[src/sv/sddf_pkg.sv]
package sddf_pkg;

  localparam int MAX_DIGITS  = 8;
  localparam int IN_W        = 32;
  localparam int BCD_DIGITS  = 10;
  localparam int BCD_W       = 4 * BCD_DIGITS;
  localparam int RED_W       = 4 * MAX_DIGITS;
  localparam int POS_W       = 3;
  localparam int CODE_W      = 4;
  localparam int CNT_W       = 4;
  localparam int DEC_W       = 3;
  localparam int BIT_CNT_W   = 5;
  localparam int OUT_DATA_W  = 8;
  localparam int CFG_IDX_W   = 2;
  localparam int CFG_DATA_W  = 4;
  localparam int FIFO_DEPTH  = 2;
  localparam int FIFO_PTR_W  = 1;
  localparam int FIFO_CNT_W  = 2;

  localparam logic [CODE_W-1:0] CODE_MINUS = 4'd10;
  localparam logic [CODE_W-1:0] CODE_BLANK = 4'd11;

  localparam logic [CFG_IDX_W-1:0] REG_DIGIT_COUNT   = 2'd0;
  localparam logic [CFG_IDX_W-1:0] REG_DECIMAL_COUNT = 2'd1;
  localparam logic [CFG_IDX_W-1:0] REG_SHOW_ZERO     = 2'd2;

  localparam logic [CNT_W-1:0]     RESET_DIGITS   = 4'd4;
  localparam logic [CNT_W-1:0]     MAX_DIGITS_VAL = 4'd8;
  localparam logic [BIT_CNT_W-1:0] LAST_BIT       = 5'd31;

  typedef enum logic [1:0] {
    ST_IDLE,
    ST_CONV,
    ST_PLAN,
    ST_EMIT
  } state_t;

  typedef struct packed {
    logic              neg;
    logic [IN_W-1:0]   mag;
    logic [CNT_W-1:0]  digits;
    logic [DEC_W-1:0]  decimals;
    logic              show_zero;
  } entry_t;

  typedef struct packed {
    logic full;
    logic empty;
  } fifo_status_t;

  typedef struct packed {
    state_t state;
    logic   busy;
  } back_status_t;

endpackage

[src/sv/signed_decimal_digit_formatter_unit.sv]
// Each value is read from the queue, converted by a 32-step shift-add-3 loop,
// laid out in one plan step and then emitted as one code word per cycle while
// out_tready does not stall the output; the back end reads its next value from
// the queue only after the last code word of the current one has been loaded.
// A two-entry queue lets the front take up to two values while the back works.
// Reset (rst_n low, synchronous): queue and output emptied, digit_count 4,
// decimal_count 0, show_zero 0.
module signed_decimal_digit_formatter_unit
  import sddf_pkg::*;
(
  input  logic                  clk,
  input  logic                  rst_n,
  input  logic                  cfg_valid,
  output logic                  cfg_ready,
  input  logic [CFG_IDX_W-1:0]  cfg_index,
  input  logic [CFG_DATA_W-1:0] cfg_data,
  input  logic                  in_tvalid,
  output logic                  in_tready,
  input  logic [IN_W-1:0]       in_tdata,   // [31:0] value
  output logic                  out_tvalid,
  input  logic                  out_tready,
  output logic [OUT_DATA_W-1:0] out_tdata,  // [2:0] position, [6:3] digit_code, [7] zero
  output logic                  out_tlast
);

  entry_t       push_entry;
  entry_t       head_entry;
  fifo_status_t fifo_status;
  back_status_t back_status;
  logic         push;
  logic         pop;

  sddf_front u_front (
    .clk         (clk),
    .rst_n       (rst_n),
    .cfg_valid   (cfg_valid),
    .cfg_ready   (cfg_ready),
    .cfg_index   (cfg_index),
    .cfg_data    (cfg_data),
    .in_tvalid   (in_tvalid),
    .in_tready   (in_tready),
    .in_tdata    (in_tdata),
    .fifo_status (fifo_status),
    .push        (push),
    .entry       (push_entry)
  );

  sddf_fifo u_fifo (
    .clk     (clk),
    .rst_n   (rst_n),
    .push    (push),
    .wr_data (push_entry),
    .pop     (pop),
    .rd_data (head_entry),
    .status  (fifo_status)
  );

  sddf_back u_back (
    .clk         (clk),
    .rst_n       (rst_n),
    .entry       (head_entry),
    .fifo_status (fifo_status),
    .pop         (pop),
    .out_tvalid  (out_tvalid),
    .out_tready  (out_tready),
    .out_tdata   (out_tdata),
    .out_tlast   (out_tlast),
    .status      (back_status)
  );

  a_code_range: assert property (@(posedge clk) disable iff (!rst_n)
    out_tvalid |-> (out_tdata[6:3] <= CODE_BLANK))
    else $error("digit code out of range");

  a_plan_after_conv: assert property (@(posedge clk) disable iff (!rst_n)
    (back_status.state == ST_PLAN) |-> ($past(back_status.state) == ST_CONV))
    else $error("plan step not preceded by conversion");

  a_pop_only_idle: assert property (@(posedge clk) disable iff (!rst_n)
    pop |-> (!back_status.busy && !fifo_status.empty))
    else $error("queue read while back end busy or queue empty");

  a_reset_clears: assert property (@(posedge clk)
    !rst_n |=> (!out_tvalid && !back_status.busy))
    else $error("output or back end active after reset");

endmodule

[src/sv/sddf_fifo.sv]
module sddf_fifo
  import sddf_pkg::*;
(
  input  logic         clk,
  input  logic         rst_n,
  input  logic         push,
  input  entry_t       wr_data,
  input  logic         pop,
  output entry_t       rd_data,
  output fifo_status_t status
);

  entry_t                mem_r [FIFO_DEPTH];
  logic [FIFO_PTR_W-1:0] wr_ptr_r, wr_ptr_nxt;
  logic [FIFO_PTR_W-1:0] rd_ptr_r, rd_ptr_nxt;
  logic [FIFO_CNT_W-1:0] count_r, count_nxt;
  logic                  do_push, do_pop;

  assign status.full  = (count_r == FIFO_CNT_W'(FIFO_DEPTH));
  assign status.empty = (count_r == '0);
  assign do_push      = push && !status.full;
  assign do_pop       = pop && !status.empty;
  assign rd_data      = mem_r[rd_ptr_r];

  always_comb begin
    wr_ptr_nxt = do_push ? wr_ptr_r + 1'b1 : wr_ptr_r;
    rd_ptr_nxt = do_pop ? rd_ptr_r + 1'b1 : rd_ptr_r;
    count_nxt  = count_r;
    if (do_push && !do_pop) begin
      count_nxt = count_r + 1'b1;
    end else if (do_pop && !do_push) begin
      count_nxt = count_r - 1'b1;
    end
  end

  always_ff @(posedge clk) begin
    if (!rst_n) begin
      wr_ptr_r <= '0;
      rd_ptr_r <= '0;
      count_r  <= '0;
    end else begin
      wr_ptr_r <= wr_ptr_nxt;
      rd_ptr_r <= rd_ptr_nxt;
      count_r  <= count_nxt;
    end
  end

  always_ff @(posedge clk) begin
    if (do_push) begin
      mem_r[wr_ptr_r] <= wr_data;
    end
  end

endmodule

[src/sv/sddf_front.sv]
module sddf_front
  import sddf_pkg::*;
(
  input  logic                  clk,
  input  logic                  rst_n,
  input  logic                  cfg_valid,
  output logic                  cfg_ready,
  input  logic [CFG_IDX_W-1:0]  cfg_index,
  input  logic [CFG_DATA_W-1:0] cfg_data,
  input  logic                  in_tvalid,
  output logic                  in_tready,
  input  logic [IN_W-1:0]       in_tdata,
  input  fifo_status_t          fifo_status,
  output logic                  push,
  output entry_t                entry
);

  logic [CNT_W-1:0] digit_count_r, digit_count_nxt;
  logic [DEC_W-1:0] decimal_count_r, decimal_count_nxt;
  logic             show_zero_r, show_zero_nxt;
  logic [CNT_W-1:0] digits;
  logic [CNT_W-1:0] max_dec;
  logic             cfg_we;

  assign cfg_ready = 1'b1;
  assign cfg_we    = cfg_valid && cfg_ready;
  assign in_tready = !fifo_status.full;
  assign push      = in_tvalid && in_tready;

  always_comb begin
    digit_count_nxt   = digit_count_r;
    decimal_count_nxt = decimal_count_r;
    show_zero_nxt     = show_zero_r;
    if (cfg_we) begin
      unique case (cfg_index)
        REG_DIGIT_COUNT:   digit_count_nxt   = cfg_data[CNT_W-1:0];
        REG_DECIMAL_COUNT: decimal_count_nxt = cfg_data[DEC_W-1:0];
        REG_SHOW_ZERO:     show_zero_nxt     = cfg_data[0];
        default: ;
      endcase
    end
  end

  always_ff @(posedge clk) begin
    if (!rst_n) begin
      digit_count_r   <= RESET_DIGITS;
      decimal_count_r <= '0;
      show_zero_r     <= 1'b0;
    end else begin
      digit_count_r   <= digit_count_nxt;
      decimal_count_r <= decimal_count_nxt;
      show_zero_r     <= show_zero_nxt;
    end
  end

  // clamp the digit count to 1..MAX_DIGITS and decimals below it
  always_comb begin
    if (digit_count_r == '0) begin
      digits = CNT_W'(1);
    end else if (digit_count_r > MAX_DIGITS_VAL) begin
      digits = MAX_DIGITS_VAL;
    end else begin
      digits = digit_count_r;
    end
    max_dec = digits - 1'b1;
    entry.digits    = digits;
    entry.decimals  = ({1'b0, decimal_count_r} > max_dec) ? max_dec[DEC_W-1:0]
                                                          : decimal_count_r;
    entry.show_zero = show_zero_r;
    entry.neg       = in_tdata[IN_W-1];
    entry.mag       = in_tdata[IN_W-1] ? (~in_tdata + 1'b1) : in_tdata;
  end

endmodule

[src/sv/sddf_back.sv]
module sddf_back
  import sddf_pkg::*;
(
  input  logic                  clk,
  input  logic                  rst_n,
  input  entry_t                entry,
  input  fifo_status_t          fifo_status,
  output logic                  pop,
  output logic                  out_tvalid,
  input  logic                  out_tready,
  output logic [OUT_DATA_W-1:0] out_tdata,
  output logic                  out_tlast,
  output back_status_t          status
);

  state_t                state_r, state_nxt;
  logic [IN_W-1:0]       mag_r, mag_nxt;
  logic [BCD_W-1:0]      bcd_r, bcd_nxt;
  logic [BIT_CNT_W-1:0]  bit_cnt_r, bit_cnt_nxt;
  logic                  neg_r, neg_nxt;
  logic [CNT_W-1:0]      digits_r, digits_nxt;
  logic [DEC_W-1:0]      dec_r, dec_nxt;
  logic                  showz_r, showz_nxt;
  logic [RED_W-1:0]      red_r, red_nxt;
  logic [CNT_W-1:0]      shown_r, shown_nxt;
  logic                  dash_r, dash_nxt;
  logic [POS_W-1:0]      pos_r, pos_nxt;
  logic                  out_valid_r, out_valid_nxt;
  logic [POS_W-1:0]      out_pos_r, out_pos_nxt;
  logic [CODE_W-1:0]     out_code_r, out_code_nxt;
  logic                  out_last_r, out_last_nxt;

  logic                  load;
  logic                  at_last;
  logic [CNT_W-1:0]      last_pos;
  logic [CNT_W-1:0]      keep;
  logic [CNT_W-1:0]      nd;
  logic [CNT_W-1:0]      dec1;
  logic [BCD_W-1:0]      bcd_adj;
  logic [RED_W-1:0]      red_c;
  logic [POS_W-1:0]      idx;
  logic [CODE_W-1:0]     code;

  assign load     = !out_valid_r || out_tready;
  assign last_pos = digits_r - 1'b1;
  assign at_last  = ({1'b0, pos_r} == last_pos);

  assign out_tvalid   = out_valid_r;
  assign out_tdata    = {1'b0, out_code_r, out_pos_r};
  assign out_tlast    = out_last_r;
  assign status.state = state_r;
  assign status.busy  = (state_r != ST_IDLE);

  always_comb begin
    state_nxt = state_r;
    unique case (state_r)
      ST_IDLE: if (!fifo_status.empty) state_nxt = ST_CONV;
      ST_CONV: if (bit_cnt_r == LAST_BIT) state_nxt = ST_PLAN;
      ST_PLAN: state_nxt = ST_EMIT;
      ST_EMIT: if (load && at_last) state_nxt = ST_IDLE;
      default: state_nxt = ST_IDLE;
    endcase
  end

  // shift-add-3 step, layout plan and code selection
  always_comb begin
    for (int i = 0; i < BCD_DIGITS; i++) begin
      bcd_adj[4*i +: 4] = (bcd_r[4*i +: 4] >= 4'd5) ? bcd_r[4*i +: 4] + 4'd3
                                                   : bcd_r[4*i +: 4];
    end
    keep = digits_r - CNT_W'(neg_r);
    nd   = '0;
    for (int i = 0; i < MAX_DIGITS; i++) begin
      red_c[4*i +: 4] = (CNT_W'(i) < keep) ? bcd_r[4*i +: 4] : 4'd0;
      if (red_c[4*i +: 4] != 4'd0) begin
        nd = CNT_W'(i + 1);
      end
    end
    dec1 = {1'b0, dec_r} + 1'b1;
    idx  = last_pos[POS_W-1:0] - pos_r;
    if (dash_r) begin
      code = CODE_MINUS;
    end else if ({1'b0, idx} < shown_r) begin
      code = red_r[{idx, 2'b00} +: 4];
    end else if (neg_r && ({1'b0, idx} == shown_r)) begin
      code = CODE_MINUS;
    end else begin
      code = CODE_BLANK;
    end
  end

  always_comb begin
    pop           = 1'b0;
    mag_nxt       = mag_r;
    bcd_nxt       = bcd_r;
    bit_cnt_nxt   = bit_cnt_r;
    neg_nxt       = neg_r;
    digits_nxt    = digits_r;
    dec_nxt       = dec_r;
    showz_nxt     = showz_r;
    red_nxt       = red_r;
    shown_nxt     = shown_r;
    dash_nxt      = dash_r;
    pos_nxt       = pos_r;
    out_valid_nxt = out_valid_r && !out_tready;
    out_pos_nxt   = out_pos_r;
    out_code_nxt  = out_code_r;
    out_last_nxt  = out_last_r;
    unique case (state_r)
      ST_IDLE: begin
        if (!fifo_status.empty) begin
          pop         = 1'b1;
          mag_nxt     = entry.mag;
          bcd_nxt     = '0;
          bit_cnt_nxt = '0;
          neg_nxt     = entry.neg;
          digits_nxt  = entry.digits;
          dec_nxt     = entry.decimals;
          showz_nxt   = entry.show_zero;
        end
      end
      ST_CONV: begin
        bcd_nxt     = {bcd_adj[BCD_W-2:0], mag_r[IN_W-1]};
        mag_nxt     = {mag_r[IN_W-2:0], 1'b0};
        bit_cnt_nxt = bit_cnt_r + 1'b1;
      end
      ST_PLAN: begin
        red_nxt   = red_c;
        shown_nxt = (nd > dec1) ? nd : dec1;
        dash_nxt  = (nd == '0) && !showz_r;
        pos_nxt   = '0;
      end
      ST_EMIT: begin
        if (load) begin
          out_valid_nxt = 1'b1;
          out_pos_nxt   = pos_r;
          out_code_nxt  = code;
          out_last_nxt  = at_last;
          pos_nxt       = pos_r + 1'b1;
        end
      end
      default: ;
    endcase
  end

  always_ff @(posedge clk) begin
    if (!rst_n) begin
      state_r     <= ST_IDLE;
      out_valid_r <= 1'b0;
    end else begin
      state_r     <= state_nxt;
      out_valid_r <= out_valid_nxt;
    end
  end

  always_ff @(posedge clk) begin
    mag_r      <= mag_nxt;
    bcd_r      <= bcd_nxt;
    bit_cnt_r  <= bit_cnt_nxt;
    neg_r      <= neg_nxt;
    digits_r   <= digits_nxt;
    dec_r      <= dec_nxt;
    showz_r    <= showz_nxt;
    red_r      <= red_nxt;
    shown_r    <= shown_nxt;
    dash_r     <= dash_nxt;
    pos_r      <= pos_nxt;
    out_pos_r  <= out_pos_nxt;
    out_code_r <= out_code_nxt;
    out_last_r <= out_last_nxt;
  end

endmodule

[config.mk]
export PLATFORM = sky130hd
export DESIGN_NAME = signed_decimal_digit_formatter_unit
export DESIGN_NICKNAME = d
export VERILOG_FILES = /design/src/sv/sddf_pkg.sv /design/src/sv/signed_decimal_digit_formatter_unit.sv /design/src/sv/sddf_fifo.sv /design/src/sv/sddf_front.sv /design/src/sv/sddf_back.sv
export SDC_FILE = /design/constraint.sdc
export NUM_CORES = 1
export LEC_CHECK = 0
export ABC_CLOCK_PERIOD_IN_PS = 11200
export BUFFER_PORTS_ARGS = -buffer_cell sky130_fd_sc_hd__buf_4
export CORE_MARGIN = 2
export CORE_UTILIZATION = 45
export DETAILED_ROUTE_END_ITERATION = 6
export HOLD_SLACK_MARGIN = 0.03
export PLACE_DENSITY_LB_ADDON = 0.2
export SYNTH_ARGS = -nofsm -noshare
export SYNTH_HDL_FRONTEND = slang
export SYNTH_SLANG_ARGS = --single-unit
[constraint.sdc]
create_clock -name clk -period 11.2 [get_ports clk]
set_clock_uncertainty 0.2 [all_clocks]
set_input_delay 2.24 -clock clk [delete_from_list [all_inputs] [get_ports clk]]
set_output_delay 2.24 -clock clk [all_outputs]
set_load 0.02 [all_outputs]
* Word level (Yosys, flattened, before mapping)
Memory sizes are Yosys's and may differ from the RTL's. A register that Yosys moved wholly into a read port is not among the register bits. Index checks and enable logic that the tools add are counted.
Word-level totals: RAM bits 82, register bits 149, output and inout bits 12, memory bits (read-only) 0, latch bits 0, memories kept 1
Operators by class: add/subtract/negate cells 22, bitwise logic cells 2, muxes and demuxes 55, reductions and logical operators 41, div/mod/pow operators 0, equality and inequality tests 13, shift operators 1, $mul 0, $lt $le $gt $ge 22
Memories:
- u_fifo.mem_r | words 2, bits a word 41, read ports 1, clocked after memory_dff 1, wr ports 1, RTL line sddf_fifo.sv:13 | entry_t mem_r [FIFO_DEPTH];
Operators by type and width (number):
- two-way mux 4 bit | 22
- case mux 40 bit (2 select lines) | 1
- two-way mux 32 bit | 2
- case mux 32 bit (2 select lines) | 1
- >= comparator 4 x 3 -> 1 bit, second input constant | 10
- two-way mux 40 bit | 1
- adder 4 x 2 -> 4 bit, second input constant | 9
- adder 32 x 1 -> 32 bit, second input constant | 1
- NOT 32 bit | 1
- nonzero test 4 bit | 8
- variable part select 32 x 6 -> 4 bit | 1
- two-way mux 3 bit | 7
- less-than comparator 3 x 4 -> 1 bit, first input constant | 4
- two-way mux 2 bit | 7
- AND reduction 2 bit | 7
- two-way mux 1 bit | 10
- case mux 5 bit (2 select lines) | 1
- logical AND 1 bit | 9
- equality test 2 bit, second input constant | 4
- equality test 3 x 4 -> 1 bit | 2
- logical NOT 4 bit | 2
- less-than comparator 1 x 4 -> 1 bit, first input constant | 2
- less-than comparator 2 x 4 -> 1 bit, first input constant | 2
- case mux 2 bit (4 select lines) | 1
- other kinds (26) | 41

* Longest topological paths before layout
depth in word-level cells 14, gate-level depth with buffers 16

* By module
A second synthesis with hierarchy kept.
Second synthesis, totals: cell total of the unflattened synthesis 823, area, all modules 11162.0 µm²
Modules (own cells, without submodules):
- sddf_back | cells each 516, instances 1, area an instance 6723.9 µm²
- sddf_fifo | cells each 153, instances 1, area an instance 3183.1 µm²
- sddf_front | cells each 154, instances 1, area an instance 1255.0 µm²

* Least setup slack after synthesis
Ideal clock, no wire load.
kind register to register, start reg u_back.state_r[1], end reg u_back.bcd_r[0], enable pin, slack 6277 ps, library setup time 519 ps, arrival time 4204 ps, stages on the path, launching flop included 6, path buffers 1, period minus slack after synthesis 4923 ps, data required time 10481 ps, path through dfxtp_1 > inv_1 > ha_1 > clkbuf_1 > nor2_1 > a21oi_1
Between the ends: word-level cells in the longest chain between the ends 3, elaborated cells between the ends (all ways) 5, classes of those cells eq/ne: 2; reduce/logical: 3
Ends and longest elaborated chain:
- start, declared | RTL line sddf_back.sv:16 | state_t state_r, state_nxt;
- start signal, assigned | RTL line sddf_back.sv:151 | state_r <= state_nxt;
- logical NOT 2 bit or equality test 2 x 1 -> 1 bit (tied branches) | RTL line sddf_back.sv:109 | unique case (state_r)
- != test 2 bit (no line) or nonzero test 2 bit (tied branches)
- AND reduction 2 bit (no line) (*)
- end signal, assigned | RTL line sddf_back.sv:158 | bcd_r <= bcd_nxt;
- end, declared | RTL line sddf_back.sv:18 | logic [BCD_W-1:0] bcd_r, bcd_nxt;
Mark *: on every way between the ends. The rest lies on a longest branch, timed or not. A chain may end at the register's enable or synchronous reset.

* Worst setup path in the final report
start reg u_back.digits_r[0], end reg u_back.shown_r[1], data pin
Between the ends: word-level cells in the longest chain between the ends 14, elaborated cells between the ends (all ways) 35, classes of those cells add/sub: 1; order compare: 9; mux: 17; reduce/logical: 8
Ends and longest elaborated chain:
- start, declared | RTL line sddf_back.sv:21 | logic [CNT_W-1:0] digits_r, digits_nxt;
- start signal, assigned | RTL line sddf_back.sv:161 | digits_r <= digits_nxt;
- subtractor 4 x 1 -> 4 bit (*) | RTL line sddf_back.sv:71 | keep = digits_r - CNT_W'(neg_r);
- less-than comparator 1 x 4 -> 1 bit | RTL line sddf_back.sv:74 | red_c[4*i +: 4] = (CNT_W'(i) < keep) ? bcd_r[4*i +: 4] : 4'd0;
- two-way mux 4 bit | RTL line sddf_back.sv:74
- nonzero test 4 bit | RTL line sddf_back.sv:75 | if (red_c[4*i +: 4] != 4'd0) begin
- two-way mux 1 bit | RTL line sddf_back.sv:75
- two-way mux 2 bit (2 in a row) | RTL line sddf_back.sv:75
- two-way mux 3 bit (4 in a row) | RTL line sddf_back.sv:75
- two-way mux 4 bit (*) | RTL line sddf_back.sv:75
- greater-than comparator 4 bit | RTL line sddf_back.sv:129 | shown_nxt = (nd > dec1) ? nd : dec1;
- two-way mux 4 bit (*) | RTL line sddf_back.sv:129
- end signal, assigned | RTL line sddf_back.sv:165 | shown_r <= shown_nxt;
- end, declared | RTL line sddf_back.sv:25 | logic [CNT_W-1:0] shown_r, shown_nxt;
Marks and branches as above.

==> impl_metrics.csv <==
group,metric,value,unit
run_status,run_status,"finished, violations left",
run_status,failing_checks,"DRC",
drt,drc,5,
cells_and_area,num-nets-final,1001,
setup_path,critical_path.most_common_cell,"ha_1",
setup_path,cp-end-kind,"flop",
placement,dp_hpwl,12600,um
global_routing,grt_remaining_overflow,0,
sta,setup_viol,0,
drt,route.top_layer_used,"met4",
yosys,synth_cells,859,
sta,timing.setup.tns,0,ns
setup_path,worstPathCellList,"inv_1 > ha_1 > ha_1 > or2_2 > a31oi_1 > nor2_1 > o311a_1 > or2_2 > ha_1 > and4_1 > a21oi_1 > mux2_2",
power,maximum_resistive_drop_on_vdd,0.000195,V
cells_and_area,insertedDiodeCount,0,
power,power.switching,1.28,mW
setup_path,critical-path-slowest-cell,"ha_1",
yosys,postSynthNetCount,946,
clock_network,clkSinkCount,224,
yosys,cell_area_synth,0.0109,mm^2
drt,wl_met2,9270,um
cells_and_area,layout.cells.most_common,"edfxtp_1",
power,share_clk_of_total_power,0.223,
power,cellInternalPower,2.38,mW
setup_path,worst-endpoint-arrival,4.53,ns
cells_and_area,relative_area_change_from_synthesis_to_final_layout,14.3,%
yosys,yosysWarnings,0,
setup_path,crit_fanout,14,
power,pwr-share-comb,0.367,
die,start_util,0.454,
power,power.density_cell_area,293,mW/mm^2
drt,totalWireLength,19200,um
yosys,synth_area_per_cell,12.7,um^2
sta,min_period,4.47,ns
die,pin_count,55,
drt,antenna_left,0,
clock_network,cts_max_path_buffers,3,
global_routing,grt_pass1_wl,31600,um
sta,worst-slew-pin-transition,1.03,ns
yosys,ys_seq_elements,224,
clock_network,postCtsResizedCells,0,
drt,met3_length,759,um
setup_path,worstSetupStartpointType,"flop",
die,row_count,57,
die,height_of_the_die,160,um
die,design.die.area,0.0255,mm^2
setup_path,setup.worst_path.class,"flop to flop",
die,die_width,160,um
setup_path,timing.critical_path.slowest_cell_delay,0.47,ns
power,p_sw_frac,0.349,
drt,detail_route.wl_per_cell,15.3,um
drt,first_iter_violations,471,
clock_network,cts.hold.buffers_added,0,
clock_network,cts.htree.levels,1,
power,total_leakage_power,4.49,nW
drt,drt_pre_antenna_iters,7,
sta,setup_repair_after_global_routing_missed_its_margin,"false",
drt,drt-met1-wl,8950,um
die,fp.coreArea,0.0240,mm^2
clock_network,cts_tree,"built",
drt,dr_total_vias,6446,
flow_run,reported_max_cap_violation_count,0,
clock_network,cts.clk_slew.worst_paths,0.06,ns
clock_network,clk_root_buffer_cell,"clkbuf_16",
global_routing,antenna_found_initial,0,
power,seq_power_share,0.410,
sta,post-route-period-util,0.399,
placement,gp_routability_congestion,0.807,
global_routing,grt_start_max_net_pins,103,
drt,drt-vias-per-instance,5.13,
yosys,synth_sequential_area_ratio,0.601,
sta,fin_worst_hold_slack,0.261,ns
clock_network,clk_latency,0.51,ns
yosys,synth_edf_count,208,
cells_and_area,final_layout_size_suffix_gt1_frac,0.136,
sta,hold_viol,0,
placement,buffer_ports.inserted,52,
worst_hold_path,hold_path_class,"flop to flop",
clock_network,postCtsSetupBuffers,0,
sta,fmaxAchievable,224,MHz
sta,slew_margin_rel,0.314,
global_routing,globalRouteTotalUtil,0.151,
sta,finalMaxSlewViolations,0,
yosys,asyncSetResetFlopFracSynth,0,
cells_and_area,final_cell_mix,"edfxtp_1, nand2_1, o21ai_0, buf_4, and2_1",
global_routing,first_global_vias,6233,
cells_and_area,fillers,2106,
clock_network,cts_buffers,24,
yosys,dominantRegCellSynth,"edfxtp_1",
yosys,synth_cell_types,60,
setup_path,required,11.26,ns
registers in the layout, indices dropped and copies added, names as in the netlist, 2 cells and up, named ones only:
name,count
u_back.bcd_r,32
u_back.bit_cnt_r,5
u_back.dec_r,3
u_back.digits_r,4
u_back.mag_r,32
u_back.out_code_r,4
u_back.out_pos_r,3
u_back.pos_r,3
u_back.red_r,32
u_back.shown_r,4
u_back.state_r,2
u_fifo.count_r,2
u_fifo.mem_r,82
u_front.decimal_count_r,3
u_front.digit_count_r,4
synth_stat cells (2+ instances only):
cell | count | area share
nor4_1 | 8 | 0.0046
xor2_1 | 14 | 0.011
nand2_1 | 82 | 0.028
and3_1 | 3 | 0.0017
and2_1 | 46 | 0.026
a31oi_1 | 7 | 0.0040
o21ai_0 | 68 | 0.031
nor2_1 | 32 | 0.011
conb_1 | 2 | 0.00069
mux2i_1 | 45 | 0.041
nand3_1 | 7 | 0.0032
o211a_1 | 2 | 0.0018
nor2b_1 | 18 | 0.010
buf_4 | 2 | 0.0014
or3_4 | 2 | 0.0021
dfxtp_1 | 16 | 0.029
o31ai_1 | 9 | 0.0062
clkbuf_1 | 23 | 0.0079
nand3b_1 | 4 | 0.0028
o221ai_1 | 2 | 0.0016
ha_1 | 43 | 0.049
nand2b_1 | 13 | 0.0074
a21boi_0 | 10 | 0.0069
mux2_2 | 10 | 0.010
a21oi_1 | 24 | 0.011
or4_4 | 2 | 0.0021
inv_1 | 39 | 0.013
xnor2_1 | 45 | 0.036
or2_2 | 3 | 0.0017
a21o_1 | 2 | 0.0014
edfxtp_1 | 208 | 0.57
o21a_1 | 2 | 0.0014
nor3b_1 | 10 | 0.0069
or4_1 | 8 | 0.0055
buf_1 | 4 | 0.0014
mux4_2 | 8 | 0.017
or3_1 | 4 | 0.0023
nand4b_1 | 2 | 0.0016
a211oi_1 | 3 | 0.0021
nor3_1 | 4 | 0.0018
o22ai_1 | 2 | 0.0011
o211ai_1 | 3 | 0.0021
layout make-up:
type | count | area (um^2) | area share
clock buffers | 31 | 648 | 0.0519
clock inverters | 13 | 165 | 0.0132
inverters | 39 | 146 | 0.0117
multi-input cells | 567 | 4110 | 0.330
flip-flops and latches | 224 | 6570 | 0.526
well taps | 324 | 405 | 0.0325
repair buffers | 58 | 435 | 0.0349
worst paths after layout:
kind	from	slack [ns]	depth (start not counted)	end
setup / recovery	u_back.digits_r[0]$_DFFE_PP_	6.73	12	u_back.shown_r[1]$_DFFE_PP_
hold reg to reg	u_front.show_zero_r$_SDFFE_PN0P_	0.26	0	u_fifo.mem_r[0][0]$_DFFE_PP_
setup reg to reg	u_back.digits_r[0]$_DFFE_PP_	6.73	12	u_back.shown_r[1]$_DFFE_PP_
hold / removal	u_front.show_zero_r$_SDFFE_PN0P_	0.26	0	u_fifo.mem_r[0][0]$_DFFE_PP_
metal layers:
metal	GRT usage	vias to the layer above
met2	0.256	105
met1	0.207	3068
met5	0	-
met3	0.0239	22
li1	-	3251
met4	0.0340	0
critical path, delay by kind of cell (launching register included):
kind	cells	cell delay, ns
compound gates	3	1.18
fa+ha+maj	3	0.98
simple gates	4	0.97
flops	1	0.41
mux	1	0.39
buf+inv	1	0.10
cell families (layout without fill, tap and decap cells):
family	count (synthesis)	after routing	share of synthesized area
other	2	2	0.000688
AOI/OAI and AO/OA	145	145	0.0815
DFF	224	224	0.601
xor gates and xnor gates	60	60	0.0495
muxes	63	63	0.0681
buffers and inverters	68	141	0.0241
adders and majority gates	44	44	0.0511
and+or+nand+nor	253	253	0.124
through the flow:
| step | cell area (um^2) | std cells | setup slack, ns | power (mW) | util |
|---|---|---|---|---|---|
| 2_1_floorplan | 10900 | 859 | 6.28 | 2.51 | - |
| 3_3_place_gp | 11700 | 1212 | 6.27 | 2.85 | 0.485 |
| 3_5_place_dp | 11700 | 1212 | 6.24 | 2.88 | 0.485 |
| 4_1_cts | 12500 | 1256 | 6.76 | 3.70 | 0.519 |
| 5_1_grt | 12500 | 1256 | 6.53 | 3.93 | 0.519 |
| 6_report | 12500 | 1256 | 6.73 | 3.66 | 0.519 |
power by group through the flow:
stage	logic [mW]	clock network [mW]	registers, mW
floorplan	1.03	0	1.48
global placement	1.34	0	1.51
detailed placement	1.36	0	1.51
CTS	1.37	0.837	1.50
global route	1.53	0.873	1.53
finish	1.34	0.817	1.50
Power figures use the tool's default switching activity.
